## config.mk

```make
export PLATFORM = sky130hd
export DESIGN_NAME = hwt_ram
export DESIGN_NICKNAME = d
export VERILOG_FILES = /design/src/rtl/hwt_ram.sv
export SDC_FILE = /design/constraint.sdc
export NUM_CORES = 2
export LEC_CHECK = 0
export BUFFER_PORTS_ARGS = -buffer_cell sky130_fd_sc_hd__buf_2
export CORE_MARGIN = 10
export CORE_UTILIZATION = 45
export CTS_CLUSTER_SIZE = 8
export DETAILED_ROUTE_END_ITERATION = 6
export RECOVER_POWER = 25
export SLEW_MARGIN = 20
export SYNTH_ARGS = -nofsm -noshare
export SYNTH_HDL_FRONTEND = slang
export SYNTH_SLANG_ARGS = --single-unit
```

## constraint.sdc

```tcl
create_clock -name clk -period 8.3 [get_ports clk]
set_input_delay 0.83 -clock clk [delete_from_list [all_inputs] [get_ports clk]]
set_output_delay 0.83 -clock clk [all_outputs]
set_load 0.005 [all_outputs]
```

## src/rtl/hwt_ram.sv

```systemverilog
// ---------------------------------------------------------------------------
// Haar wavelet transform engine - generic RAM
// One write port, one read port, registered read data.
// ---------------------------------------------------------------------------
module hwt_ram #(
  parameter int WIDTH = 36,
  parameter int DEPTH = 64
) (
  input  logic                     clk,
  input  logic                     wr_en,
  input  logic [$clog2(DEPTH)-1:0] wr_addr,
  input  logic [WIDTH-1:0]         wr_data,
  input  logic [$clog2(DEPTH)-1:0] rd_addr,
  output logic [WIDTH-1:0]         rd_data
);

  logic [WIDTH-1:0] mem [DEPTH];
  logic [WIDTH-1:0] rd_data_r;

  // write port and registered read
  always_ff @(posedge clk) begin
    if (wr_en) begin
      mem[wr_addr] <= wr_data;
    end
    rd_data_r <= mem[rd_addr];
  end

  assign rd_data = rd_data_r;

endmodule

```

# --- Word-level counts from Yosys, hierarchy flattened ---
# Memories as Yosys holds them, arrays and structs flattened. A register that Yosys moved wholly into a read port is not among the register bits.
# Index checks and enable logic that the tools add are counted.
word_totals:
  ram_bits: 2304
  ff_bits: 0
  out_inout_bits: 36
  memories: 1
  inputBits: 50
mem_list:
  columns: ["name", "depth", "width", "rd", "rd_ports_with_merged_regs", "wr", "line", "source"]
  rows:
  - ["mem", 64, 36, 1, 1, 1, "17", "logic [WIDTH-1:0] mem [DEPTH];"]
op_classes:
  n_mux: 2
op_table:
  columns: ["op", "n"]
  rows:
  - ["two-way mux 1 bit", 2]

# --- Longest topological paths before layout ---
depth:
  ltp_word: 2
  mapped_depth: 10
  depth_no_buf: 5

# --- Least setup slack after synthesis ---
# Ideal clock, no wire load.
synth_path:
  kind: "input port to flip-flop"
  from: "in wr_addr[3]"
  to: "mem mem[48][0], enable pin"
  arrival_time_ns: 3.797
  cell_stages: 4
  setup_slack_ns: 4.029
  path_buffers: 1
  cell_sequence: "clkbuf_1 > nor2b_1 > nand4b_1 > nor3_1"
synth_rtl:
  columns: ["item", "line", "source"]
  rows:
  - ["from (decl)", "11", "input logic [$clog2(DEPTH)-1:0] wr_addr,"]
  - ["to (decl)", "17", null]
# No word-level cell before the write port.

==> impl_results.md <==
- Outcome: finished, violations left
- Failing checks: capacitance limit, slew limit
- Synth Register Bits: 2340
- TritonCTS clock tree: done
- Post-CTS Setup Inserts: 0
- GP Congestion: 0.752
- TritonCTS buffer count: 342
- WP data arrival: 4070 ps
- Global route overflow: 0
- Part of the Yosys area used for sequential elements: 0.795
- # DRC: 0
- RR Endpoint: rd_data[21]
- HP Class: input port to register
- Remaining antenna violation count: 0
- Slew Viols, Final: 1519
- Core area: 0.195 mm^2
- Routed wire length per instance: 33.9 um
- IO Count: 86
- Worst vdd ir: 0.203 mV
- Final hold violations: 0
- Ys Warns: 0
- RSZ-0062 raised after global routing: false
- Area growth, synth to finish: 15.3%
- Period utilization: 0.394
- R2R depth: 4
- Routed wire length: 231000 um
- Vias in the first global route: 43.5k
- Fillcell total: 14.9k
- Die Area: 0.214 mm^2
- Syn nets: 3830
- Reg2reg setup slack: 6320 ps
- Gate Count Post-Synth: 3780
- Port bufs: 85
- Max Clk Rate: 305 MHz
- First-pass GRT wire length: 329000 um
- PD cells: 262 mW/mm^2
- Register area: 0.0699 mm^2
- Detailed placement HPWL: 119000 um
- Syn_area_per_cell: 23.3 um^2
- Vias: 42.1k
- DR pass1 iterations: 5
- Vias/cell: 6.18
- Max-cap viol count: 24
- WP data required: 9090 ps
- Critical path launch point type: input port
- Final min period: 3270 ps
- FP Rows: 162
- CP Max Fanout: 88
- Latest clock arrival within the worst-skew pair: 930 ps
- CP endpoint kind: register
- Area of the multi-input gates: 0.0175 mm^2
- Worst Clk Skew: 45.3 ps
- CTS resizes: 0
- H-tree levels: 5
- Cell area after synthesis: 0.0880 mm^2
- # setup viols final: 0
- Final hold slack: 511 ps
- Reg2reg start: mem[29][21]
- Total chip power: 26.5 mW
- Setup TNS: 0 ps
- WS Path Type: input port to register
- GRT Total Usage: 0.216
- Rel. slew slack: -0.886
- Maximum number of pins on one net before global-route repair: 107
- Longest Clk Path Bufs: 4
- Worst setup startpoint: rd_addr[0]
- CTS clk-pin slew, worst paths: 50 ps
- Layout cells sized above 1: 0.276
- Nets: 4162
- Antenna violations before repair: 19
- Post-synth cell types: 37
- Static Leak: 31.4 nW
- CTS Hold Buffers Added: 0
- Setup crit end: rd_data[2]
- Initial drt markers: 4784
- Worst-margin pin slew: 2830 ps
- Die W: 462 um
- Clk root buf: clkbuf_16
- Initial Utilization: 0.452
- Die height: 462 um
- Clock sinks: 2340
-- logic make-up after synthesis --
group / after synthesis / share of synthesized area
muxes: 634 / 0.151
DFF: 2340 / 0.795
AOI/OAI and AO/OA: 316 / 0.0260
buffers and inverters: 212 / 0.0124
and+or+nand+nor: 278 / 0.0156
-- flip-flops by register name, summed over array words and instances, names as in the netlist --
signal   count
mem       2304
rd_data     36
-- Yosys cell counts, drive strengths merged --
cell type     n  area (um^2)
edfxtp     2304        69200
mux4        556        12500
buf         123          756
o22ai       123          769
nor2        101          379
clkbuf       89          334
a22oi        76          571
mux2i        71          711
nand3        45          225
a211oi       42          315
dfxtp        36          721
nor2b        36          225
o221ai       34          298
nand2        28          105
nor4         26          163
o22a         23          201
nand2b       11         68.8
and3          8         50.1
a31oi         7         43.8
mux2          7         78.8
o211ai        7         52.6
and2          5         31.3
and4          5         43.8
nor3          3         15.0
a221oi        2         17.5
nand3b        2         15.0
nand4         2         12.5
or2           2         12.5
or3           2         12.5
a311oi        1         8.76
nand4b        1         8.76
o2111a        1         11.3
or3b          1         8.76
-- critical path: stages --
cell      delay, ps
buf_8           630
buf_12          560
nor2b_1         600
a22oi_1         150
a31oi_1         560
o211ai_1        190
and3_1          190
-- per-stage QoR --
stage	std cells	setup slack [ps]	area (um^2)	utilization
after global routing	6814	4800	101000	0.521
after detailed placement	6308	4130	92000	0.473
final	6817	5030	101000	0.521
after floorplan	3780	4030	88000	-
after CTS	6807	5040	101000	0.521
after global placement	6307	3830	92000	0.473
-- worst min-delay path by stage --
stage / cells past startpoint / slack, ps / from / endpoint
global placement: 4 / 820 / mem[62][18] / rd_data[18]
finish: 1 / 510 / wr_data[3] / mem[51][3]
CTS: 3 / 500 / rd_addr[4] / rd_data[21]
global route: 1 / 510 / wr_data[32] / mem[30][32]
floorplan: 4 / 790 / mem[42][18] / rd_data[18]
detailed placement: 4 / 820 / mem[62][18] / rd_data[18]
-- routing by layer --
metal  GRT usage  vias up  wire length [um]
li1            -    16946                 -
met1       0.296    22919             92300
met2       0.347     1830            112000
met3      0.0451      437             18200
met4      0.0757        8              8160
met5           0        -                65
-- layout by cell type, fill, tap and decap left out, types with 37 or more instances in the layout --
cell type | synthesis | routed
a22oi_1 | 76 | 76
a211oi_1 | 42 | 41
o22ai_1 | 123 | 123
mux4_2 | 556 | 556
buf_2 | 49 | 53
nor2_4 | 0 | 62
buf_4 | 42 | 109
nand3_1 | 45 | 45
clkbuf_16 | 0 | 350
edfxtp_1 | 2304 | 2304
clkbuf_1 | 89 | 170
nor2_1 | 101 | 37
mux2i_1 | 71 | 71
-- final cells by class --
type,count,share of cell area
Antenna cell,8,0.000197
Clock buffer,494,0.0917
Clock inverter,5,0.000457
Multi-Input combinational cell,1228,0.173
Sequential cell,2340,0.689
Tap cell,2542,0.0314
Timing Repair Buffer,200,0.0139
-- where the power goes --
group | internal (mW) | total [mW] | switching (mW)
clock | 7.60 | 12.3 | 4.66
sequential | 13.1 | 13.2 | 0.0498
combinational | 0.398 | 1.10 | 0.704
No activity file was read; power rests on OpenSTA's default activity.
