[src/rtl/hwt_pkg.sv]
// ---------------------------------------------------------------------------
// Haar wavelet transform engine - shared definitions
// Value widths, the 1/sqrt2 scale constant and the request/response
// bundles between the sequencer and the shared scaling unit.
// ---------------------------------------------------------------------------
package hwt_pkg;

  // Q20.16 sample width and the width of a butterfly sum or difference
  localparam int VAL_W = 36;
  localparam int SUM_W = VAL_W + 1;

  // magnitude split for the two partial products
  localparam int LO_W   = 16;
  localparam int HI_W   = SUM_W - LO_W;
  localparam int K_W    = 32;
  localparam int PROD_W = HI_W + K_W;
  localparam int PLO_W  = LO_W + K_W;
  localparam int T_W    = PLO_W + 1;
  localparam int R_W    = SUM_W + 1;

  // default frame capacity
  localparam int MAX_SAMPLES_DEF = 64;

  // 1/sqrt(2) in Q0.32
  localparam logic [K_W-1:0] INV_SQRT2_Q32 = 32'd3037000500;

  // saturation limits
  localparam logic [VAL_W-1:0] VAL_MAX = 36'h7_FFFF_FFFF;
  localparam logic [VAL_W-1:0] VAL_MIN = 36'h8_0000_0000;

  typedef logic signed [VAL_W-1:0] val_t;
  typedef logic signed [SUM_W-1:0] sum_t;

  // sequencer -> scaling unit
  typedef struct packed {
    logic start;
    sum_t operand;
  } scale_req_t;

  // scaling unit -> sequencer
  typedef struct packed {
    logic done;
    val_t result;
  } scale_rsp_t;

endpackage

[src/rtl/hwt_scale.sv]
// ---------------------------------------------------------------------------
// Haar wavelet transform engine - shared scaling unit
// Multiplies a butterfly sum or difference by 1/sqrt2, rounds to nearest
// (ties away from zero) and saturates to Q20.16. One shared multiplier
// forms the low partial product first, then the high one.
// ---------------------------------------------------------------------------
module hwt_scale (
  input  logic               clk,
  input  logic               rst_n,
  input  hwt_pkg::scale_req_t req,
  output hwt_pkg::scale_rsp_t rsp
);

  typedef enum logic [2:0] {
    ST_IDLE,
    ST_MUL_LO,
    ST_MUL_HI,
    ST_ROUND,
    ST_SAT
  } step_t;

  step_t                          state_r;
  logic                           done_r;
  logic                           neg_r;
  logic [hwt_pkg::HI_W-1:0]       hi_r;
  logic [hwt_pkg::LO_W-1:0]       lo_r;
  logic [hwt_pkg::PLO_W-1:0]      p_lo_r;
  logic [hwt_pkg::PROD_W-1:0]     p_hi_r;
  logic [hwt_pkg::T_W-1:0]        t_r;
  logic [hwt_pkg::VAL_W-1:0]      res_r;

  logic [hwt_pkg::SUM_W-1:0]      mag;
  logic [hwt_pkg::HI_W-1:0]       mul_a;
  logic [hwt_pkg::PROD_W-1:0]     mul_p;
  logic [hwt_pkg::T_W-1:0]        t_nxt;
  logic [hwt_pkg::R_W-1:0]        r_sum;
  logic [hwt_pkg::VAL_W-1:0]      sat_nxt;

  // magnitude of the incoming operand
  assign mag = req.operand[hwt_pkg::SUM_W-1]
             ? (hwt_pkg::SUM_W'(0) - hwt_pkg::SUM_W'(req.operand))
             : hwt_pkg::SUM_W'(req.operand);

  // shared multiplier: low half first, then high half
  assign mul_a = (state_r == ST_MUL_LO) ? hwt_pkg::HI_W'(lo_r) : hi_r;
  assign mul_p = hwt_pkg::PROD_W'(mul_a) * hwt_pkg::PROD_W'(hwt_pkg::INV_SQRT2_Q32);

  // rounding sum of the low terms
  assign t_nxt = hwt_pkg::T_W'({p_hi_r[15:0], 16'h0000})
               + hwt_pkg::T_W'(p_lo_r)
               + hwt_pkg::T_W'(33'h0_8000_0000);

  // final magnitude, then sign and saturation
  assign r_sum = hwt_pkg::R_W'(p_hi_r[hwt_pkg::PROD_W-1:16])
               + hwt_pkg::R_W'(t_r[hwt_pkg::T_W-1:32]);

  always_comb begin
    if (neg_r) begin
      if (r_sum > hwt_pkg::R_W'(36'h8_0000_0000)) begin
        sat_nxt = hwt_pkg::VAL_MIN;
      end else begin
        sat_nxt = hwt_pkg::VAL_W'(hwt_pkg::R_W'(0) - r_sum);
      end
    end else begin
      if (r_sum > hwt_pkg::R_W'(hwt_pkg::VAL_MAX)) begin
        sat_nxt = hwt_pkg::VAL_MAX;
      end else begin
        sat_nxt = r_sum[hwt_pkg::VAL_W-1:0];
      end
    end
  end

  // step sequencer and datapath registers
  always_ff @(posedge clk) begin
    if (!rst_n) begin
      state_r <= ST_IDLE;
      done_r  <= 1'b0;
    end else begin
      // done pulses for one cycle after the saturation step
      done_r <= (state_r == ST_SAT);
      unique case (state_r)
        ST_IDLE: begin
          if (req.start) begin
            neg_r   <= req.operand[hwt_pkg::SUM_W-1];
            hi_r    <= mag[hwt_pkg::SUM_W-1:hwt_pkg::LO_W];
            lo_r    <= mag[hwt_pkg::LO_W-1:0];
            state_r <= ST_MUL_LO;
          end
        end
        ST_MUL_LO: begin
          p_lo_r  <= mul_p[hwt_pkg::PLO_W-1:0];
          state_r <= ST_MUL_HI;
        end
        ST_MUL_HI: begin
          p_hi_r  <= mul_p;
          state_r <= ST_ROUND;
        end
        ST_ROUND: begin
          t_r     <= t_nxt;
          state_r <= ST_SAT;
        end
        ST_SAT: begin
          res_r   <= sat_nxt;
          state_r <= ST_IDLE;
        end
        default: begin
          state_r <= ST_IDLE;
        end
      endcase
    end
  end

  assign rsp.done   = done_r;
  assign rsp.result = res_r;

  // a new operand only arrives while the unit is free
  a_start_idle: assert property (@(posedge clk) disable iff (!rst_n)
    req.start |-> state_r == ST_IDLE)
    else $error("scale unit started while busy");

  // completion is a single-cycle pulse
  a_done_pulse: assert property (@(posedge clk) disable iff (!rst_n)
    done_r |=> !done_r)
    else $error("scale done held for more than one cycle");

  // completion follows the saturation step
  a_done_after_sat: assert property (@(posedge clk) disable iff (!rst_n)
    state_r == ST_SAT |=> done_r)
    else $error("scale done missing after saturation step");

endmodule

[config.mk]
export PLATFORM = sky130hd
export DESIGN_NAME = hwt_scale
export DESIGN_NICKNAME = d
export VERILOG_FILES = /design/src/rtl/hwt_pkg.sv /design/src/rtl/hwt_scale.sv
export SDC_FILE = /design/constraint.sdc
export NUM_CORES = 1
export LEC_CHECK = 0
export ABC_AREA = 0
export BUFFER_PORTS_ARGS = -buffer_cell sky130_fd_sc_hd__buf_2
export CAP_MARGIN = 20
export CORE_ASPECT_RATIO = 0.8
export CORE_MARGIN = 2
export CORE_UTILIZATION = 55
export CTS_CLUSTER_SIZE = 24
export DETAILED_ROUTE_END_ITERATION = 7
export PLACE_DENSITY = 0.79
export SYNTH_ARGS = -nofsm -noshare
export SYNTH_HDL_FRONTEND = slang
export SYNTH_SLANG_ARGS = --single-unit
export TNS_END_PERCENT = 1
[constraint.sdc]
create_clock -name clk -period 13.2 [get_ports clk]
set_input_delay 1.32 -clock clk [delete_from_list [all_inputs] [get_ports clk]]
set_output_delay 1.32 -clock clk [all_outputs]
set_load 0.01 [all_outputs]
=== Word level (Yosys, flattened, before mapping) ===
Cells that the tools add are included.

* Register bits: 224
* Bits of input ports: 40
* Output and inout port bits: 37
* Logic and storage cells: 36

* Add/sub/neg operators: 5
* Multiply operators: 1
* $lt $le $gt $ge: 2
* Equality and inequality tests: 5
* Multiplexer cells: 7
* Reductions and logical operators: 6

{| class="wikitable"
|+ Operators with widths
! cell !! number
|-
| $mux 36 || 4
|-
| $mul 21x30->51 const B || 1
|-
| $add 32x48->49 || 1
|-
| $add 49x32->49 const B || 1
|-
| $add 37x17->38 || 1
|-
| $gt 38x35->1 const B || 1
|-
| $gt 38x36->1 const B || 1
|-
| $sub 1x37->37 const A || 1
|-
| $sub 1x36->36 const A || 1
|-
| $mux 21 || 1
|-
| $pmux 3 s4 || 1
|-
| $reduce_and 2->1 || 4
|-
| $eq 3x2->1 const B || 2
|-
| $eq 3x1->1 const B || 1
|-
| $eq 3x3->1 const B || 1
|-
| $logic_not 3->1 || 1
|-
| $mux 3 || 1
|-
| $reduce_and 3->1 || 1
|-
| $ne 2x2->1 const B || 1
|}

=== Logic depth before layout (Yosys ltp) ===
Gate-level depths: netlist (run 1).

* Word-level depth: 4
* Depth in mapped cells: 31
* Depth with buffers taken out: 31

=== Worst setup path after synthesis (run 1) ===
Ideal clock, no wire load.

* Path kind: register to register
* Start point: register state_r[1]
* End point: register p_hi_r[47] (netlist bit), data pin
* Library setup time: 0.264 ns
* Arrival: 7.878 ns
* Path slack: 5.058 ns
* Stages on the path, launching flop included: 27
* Buffers on the path: 2
* Clock period less this slack: 8.142 ns
* Cells stage by stage: dfxtp_1 -> nor2_1 -> and2_1 -> clkbuf_1 -> clkbuf_1 -> mux2i_1 -> inv_1 -> fa_1 -> inv_1 -> fa_1 -> fa_1 -> inv_1 -> fa_1 -> fa_1 -> fa_1 -> fa_1 -> ha_1 -> nand4_1 -> or3_1 -> a211o_1 -> o211ai_1 -> a221o_1 -> a41oi_1 -> o211a_1 -> o21ai_0 -> a31oi_1 -> xnor2_1

* Cells in the longest elaborated chain, start to end: 3

{| class="wikitable"
|+ Ends and longest elaborated chain
! element !! RTL line !! text
|-
| start, declared || hwt_scale.sv:22 || <nowiki>step_t state_r;</nowiki>
|-
| start signal, assigned || hwt_scale.sv:76 || <nowiki>state_r <= ST_IDLE;</nowiki>
|-
| start signal, assigned || hwt_scale.sv:87 || <nowiki>state_r <= ST_MUL_LO;</nowiki>
|-
| start signal, assigned || hwt_scale.sv:92 || <nowiki>state_r <= ST_MUL_HI;</nowiki>
|-
| $eq 3x1->1 || hwt_scale.sv:45 || <nowiki>assign mul_a = (state_r == ST_MUL_LO) ? hwt_pkg::HI_W'(lo_r) : hi_r;</nowiki>
|-
| $mux 21 || hwt_scale.sv:45 ||
|-
| $mul 21x30->51 || hwt_scale.sv:46 || <nowiki>assign mul_p = hwt_pkg::PROD_W'(mul_a) * hwt_pkg::PROD_W'(hwt_pkg::INV_SQRT2_Q32);</nowiki>
|-
| named net mul_p (one bit) || hwt_scale.sv:34 || <nowiki>logic [hwt_pkg::PROD_W-1:0] mul_p;</nowiki>
|-
| end signal, assigned || hwt_scale.sv:95 || <nowiki>p_hi_r <= mul_p;</nowiki>
|-
| end, declared || hwt_scale.sv:28 || <nowiki>logic [hwt_pkg::PROD_W-1:0] p_hi_r;</nowiki>
|}

The timed path passes the listed nets, and every way through them passes these cells.
A chain may end at the register's enable or synchronous reset.

=== Worst setup path after layout (run 1) ===
* Start point: register state_r[1]
* End point: register p_hi_r[45] (netlist bit), data pin

The elaborated chain is that of the path after synthesis.

==> results of run 1 <==
==> state kept, by name, summed over array words and instances (netlist names) <==
signal   cells
p_hi_r      51
lo_r        16
hi_r        21
t_r         17
p_lo_r      30
neg_r        1
state_r      3
done_r       1
res_r       36
==> cell usage after synthesis (10+ instances only) <==
library cell / number
a211oi_2: 18
a21o_1: 36
a21oi_1: 78
a31oi_1: 15
and2_1: 16
and3_1: 11
clkbuf_1: 31
edfxtp_1: 172
fa_1: 193
ha_1: 312
inv_1: 350
mux2i_1: 15
nand2_1: 104
nand2b_1: 11
nand3_1: 26
nand4_1: 18
nor2_1: 66
nor2b_1: 11
nor3_1: 34
o211ai_1: 10
o21a_1: 11
o21ai_0: 56
o31ai_1: 17
or2_2: 13
or3_1: 17
xnor2_1: 125
xor2_1: 45
==> through the flow <==
step	utilization	hold slack (ns)
floorplan	-	0.484
global placement	0.578	0.511
detailed placement	0.578	0.537
CTS	0.594	0.538
global route	0.594	0.576
finish	0.594	0.558
==> final cells by class <==
cell class	count	area, um2
Inverter	350	1310
Tap cell	487	609
Clock buffer	17	425
Multi-Input combinational cell	1383	13700
Clock inverter	15	148
Fill cell	3005	15000
Antenna cell	1	2.50
Timing Repair Buffer	83	433
Sequential cell	176	5250
==> cell families (layout without fill, tap and decap cells) <==
logic type      after synthesis  count (layout)  share of synthesized area
flops                       176             176                      0.257
compound gates              313             313                      0.109
xor+xnor                    171             171                     0.0737
buf+inv                     391             465                     0.0734
other cells                   0               1                          0
fa+ha+maj                   505             505                      0.381
simple gates                376             376                     0.0972
mux                          18              18                    0.00901
==> metal layers <==
| layer | track usage | vias to the layer above | share of wire |
|---|---|---|---|
| met4 | 0.0943 | 0 | 0.026 |
| met2 | 0.393 | 507 | 0.45 |
| met3 | 0.0551 | 71 | 0.073 |
| li1 | - | 6816 | - |
| met5 | 0 | - | 0 |
| met1 | 0.373 | 7199 | 0.45 |
==> final timing paths <==
kind,start,end,slack (ns),cells past startpoint
max,state_r[1],p_hi_r[45],4.34,25
max reg2reg,state_r[1],p_hi_r[45],4.34,25
min reg2reg,state_r[2],done_r,0.56,1
min,state_r[2],done_r,0.56,1
==> worst max-delay path, cell delays in order (launching register included) <==
cell and delay (ns):
dfxtp_1 0.39, nor2_1 0.17, and2_1 0.16, buf_4 0.31
mux2i_1 0.41, inv_1 0.30, fa_1 0.58, inv_1 0.06
fa_1 0.46, fa_1 0.52, inv_1 0.06, fa_1 0.51
fa_1 0.44, fa_1 0.52, fa_1 0.40, ha_1 0.38
nand4_1 0.23, or3_1 0.41, a211o_1 0.27, o211ai_1 0.14
a221o_1 0.29, a41oi_1 0.33, o211a_1 0.35, o21ai_0 0.53
a31oi_1 0.20, xnor2_1 0.17
==> cell usage in the layout (no fill, tap or decap), types with 4 or more instances in the layout <==
master     netlist  final
nand3_1         26     26
clkbuf_16        0     17
fa_1           193    193
or2_2           13     13
or4_1            9      9
nor3b_1          5      5
nand4_1         18     18
a221oi_1         6      6
o21bai_1         4      4
and3_1          11     11
o211ai_1        10     10
a21o_1          36     36
o41ai_1          5      5
a31oi_1         15     15
and2_1          16     15
dfxtp_1          4      4
o21ai_0         56     56
nor3_1          34     34
a211o_1          9      9
xnor2_1        125    125
edfxtp_1       172    172
buf_2            4     76
nand2_1        104    104
and4_1           6      6
xor2_1          45     45
nor2b_1         11     11
buf_4            1      7
a21oi_1         78     78
a211oi_2        18     18
nand2b_1        11     11
ha_1           312    312
or3_1           17     17
inv_1          350    350
o21a_1          11     11
nor2_1          66     66
mux2i_1         15     15
a211oi_1         9      9
nor4_1           9      9
o31ai_1         17     17
inv_8            0      6
==> results.md, run 1 <==
* Status: finished clean
* Final setup viols at 0
* Mean Syn Cell Area at about 10 um2
* Post-detail-place hpwl at between 40,000 and 50,000 um
* Synth Register Bits at 176
* Leading area contributor after synthesis: edfxtp_1
* Synth Warn # at 0
* Final Max Tran Viols at 0
* IO buf count at 76
* Slew @ Worst Pin at 1.12 ns
* Row count at 63
* Layout cells sized above 1 at 0.0835
* Routed via count at 14,600
* H-Tree Depth at 4
* Final setup margin at 4.34 ns
* Post-Synthesis Cell Area at approximately 0.020 mm2
* Tcrit/Tclk final at 0.671
* Final GP Congestion at 0.991
* Min-delay worst type: reg2reg
* Clock sink count at 176
* Distinct cells, synth at between 80 and 90
* Setup Skew at roughly 0.013 ns
* Detailed Route WL at 49,300 um
* Initial DRC Count at 1,250
* CTS resizes at 0
* Placed cell count at 2,479
* GRT Resource Usage Total at 0.261
* Hold buffers post-CTS at 0
* GR Overflow Total at 0
* Die Width at 219 um
* Sequential area share after synthesis at 0.257
* Minimum clock period after layout at 8.86 ns
* Crit-path max FO at 19
* Routed Antenna Nets at 0
* Die Y-Extent at 176 um
* Critical setup path kind: reg2reg
* TritonCTS clock tree: yes
* Synthesized Nets at 2,495
* Area growth from synthesis to layout at 7.10%
* Critical path endpoint category: flop
* WP data required at 13.41 ns
* Residual DRC at 0
* Num ports at 77
* Max-Cap Viols at 0
* Clock Pin Slew Worst Setup and Hold Paths at 0.07 ns
* Non-filler cells in the finished layout at 2,512
* CP startpoint kind: flop
* Place WS at about 4.5 ns
* Cell count after synthesis at about 2,000
* Clock Latency Late Sink at 0.47 ns
* EDFF count, synth at 172
* Setup_tns at 0 ns
* TritonCTS Buffers at 17
* Fin. Hold Viols at 0
* Largest net degree at the start of global routing at 57
* Drt pass-1 iters at 5
* Placed Area at 0.0213 mm2
* Vias per cell at 5.81
* Post-synth ARST share at 0
* Vias in the first global route at ~14,000
* Share of the synthesized area in the top cell type at 0.253
* Root Driver: clkbuf_16
* Max transition margin at 0.254
* Synth top area cells: edfxtp_1 25%, ha_1 19%, fa_1 19%
* RSZ-0062 raised after global routing: no
* Starting Density at 0.554
* Critical Path AT at 9.07 ns
* Core area at about 0.037 mm2
* CTS max path bufs at 2
* Routed len/inst at 19.6 um
* Antenna violations before repair at 1
* Highest clock rate at 113 MHz
* Die area at roughly 0.039 mm2
* Global-route wire length before repair at 76,800 um
* Design area at approximately 0.022 mm2
* Synth Flop Type: edfxtp_1
* NumNets Final at 2,556
* Post-CTS Setup Bufs at 0
Power of run 1 is not shown: default switching activity piles up to over one toggle a cycle in this logic, so the estimate is an artifact.
==> run 2: changes to the inputs <==
--- a/config.mk
+++ b/config.mk
@@ -13,7 +13,7 @@
 export CORE_UTILIZATION = 55
 export CTS_CLUSTER_SIZE = 24
 export DETAILED_ROUTE_END_ITERATION = 7
-export PLACE_DENSITY = 0.79
+export PLACE_DENSITY = 0.82
 export SYNTH_ARGS = -nofsm -noshare
 export SYNTH_HDL_FRONTEND = slang
 export SYNTH_SLANG_ARGS = --single-unit
==> constraint.sdc (replaced) <==
create_clock -name clk -period 7.85 [get_ports clk]
set_input_delay 0.785 -clock clk [delete_from_list [all_inputs] [get_ports clk]]
set_output_delay 0.785 -clock clk [all_outputs]
set_load 0.01 [all_outputs]
==> results.md, run 2 (synthesis results as in run 1) <==
* Minimum clock period after layout at 7.61 ns
* Tcrit/Tclk final at 0.969
* Clock Latency Late Sink at ~0.47 ns
* Initial DRC Count at ~1,200
* Vias per cell at 5.73
* Setup Skew at 0.0178 ns
* Commonest non-fill, non-tap cell in the layout: inv_1
* Largest regs: p_hi_r x51, res_r x36, p_lo_r x30
* Critical path endpoint category: flop
* Die Width at 219 um
* Residual DRC at 0
* CTS max path bufs at 2
* CP startpoint kind: flop
* H-Tree Depth at 4
* Clock Pin Slew Worst Setup and Hold Paths at 0.08 ns
* Largest net degree at the start of global routing at 57
* IO buf count at 76
* Routed via count at around 15,000
* Setup_tns at 0 ns
* Highest clock rate at 131 MHz
* Root Driver: clkbuf_16
* Largest reg by FF count: p_hi_r
* GRT Resource Usage Total at 0.264
* Min-delay worst type: in2reg
* Crit path buf inv count at 8
* Max transition margin at 0.255
* Worst r2r path cells at 29
* Reg-to-reg critical path startpoint: state_r[2]
* Critical Path AT at approximately 8 ns
* NumNets Final at 2,599
* Worst Hold Endpoint: state_r[0]
* Hold path start: req[37]
* Die Y-Extent at 176 um
* TritonCTS Buffers at 17
* WP data required at roughly 8 ns
* Layout cells sized above 1 at 0.113
* Final GP Congestion at 0.978
* Placed Area at about 0.022 mm2
* Finished Core Util at 0.607
* Largest stage delay, worst path at 0.56 ns
* Slowest-stage cell, CP: fa_1
* Final Max Tran Viols at 0
* Detailed Route WL at ~50,000 um
* Final setup viols at 0
* Routed len/inst at approximately 20 um
* Starting Density at 0.554
* Area growth from synthesis to layout at 9.47%
* Hold buffers post-CTS at 0
* TritonCTS clock tree: yes
* Routed Antenna Nets at 0
* Vias in the first global route at around 14,000
* Delay-heaviest family, CP: adder cells
* Die area at roughly 0.039 mm2
* Critical R2R Capture: p_hi_r[45]
* Most frequent cells in the layout: 349 x inv_1, 307 x ha_1, 192 x fa_1
* Max-Cap Viols at 0
* Global-route wire length before repair at between 70,000 and 80,000 um
* Antenna violations before repair at 0
* Slew @ Worst Pin at about 1.1 ns
* Post-detail-place hpwl at 41,800 um
* GR Overflow Total at 0
* Core area at 0.0368 mm2
* RSZ-0062 raised after global routing: yes
* Fin. Hold Viols at 0
* Hold path cells at 2
* Flop2flop setup slack at roughly 0.24 ns
* Drt pass-1 iters at 5
* Design area at 0.0223 mm2
* Status: finished clean
* Critical setup path kind: reg2reg
* Row count at 63
* Max reg flops at 51
* Inserted Diodes at 0
* FILL cells at 2,959
* Crit-path max FO at 10
* Num ports at 77
* Clock sink count at around 180
run 2: metal layers:
layer,GRT usage,part of all wire,vias to the layer above
met3,0.0477,0.066,48
met1,0.381,0.46,7115
met4,0.0574,0.015,0
met2,0.417,0.46,556
li1,-,-,6903
met5,0,0,-
run 2: area by class of cell:
cell class / count / area (um2) / area share
sequential: 176 / 5250 / 0.235
clock inverter: 15 / 189 / 0.00846
timing repair buffer: 126 / 786 / 0.0352
tap: 487 / 609 / 0.0273
clock buffer: 17 / 425 / 0.0190
inverter: 350 / 1310 / 0.0588
multi-input combinational: 1383 / 13800 / 0.617
run 2: repair_timing:
item / in CTS / in global routing
buffers inserted: 0 / 2
resized for setup: 1 / 23
pin swaps: 0 / 6
gates cloned: 0 / 1
endpoints found under the setup margin: 3 / 19
run 2: metrics by stage:
step	cells	hold WS [ns]	worst slack (ns)
floorplan	1950	0.484	0.00370
global placement	2519	0.563	0.238
detailed placement	2519	0.575	0.0337
CTS	2551	0.545	0.0385
global route	2554	0.552	-0.0465
finish	2554	0.556	0.240
run 2: worst max path at each step:
stage / startpoint / end / slack [ns] / depth (start not counted)
5_1_grt: state_r[2] / p_lo_r[45] / -0.05 / 29
3_5_place_dp: state_r[1] / p_hi_r[51] / 0.03 / 30
3_3_place_gp: state_r[2] / p_hi_r[52] / 0.24 / 29
6_report: state_r[2] / p_hi_r[45] / 0.24 / 29
4_1_cts: state_r[1] / p_hi_r[52] / 0.04 / 29
2_1_floorplan: state_r[1] / p_hi_r[47] / 0.004 / 26
Power of run 2 is left out for the same reason.
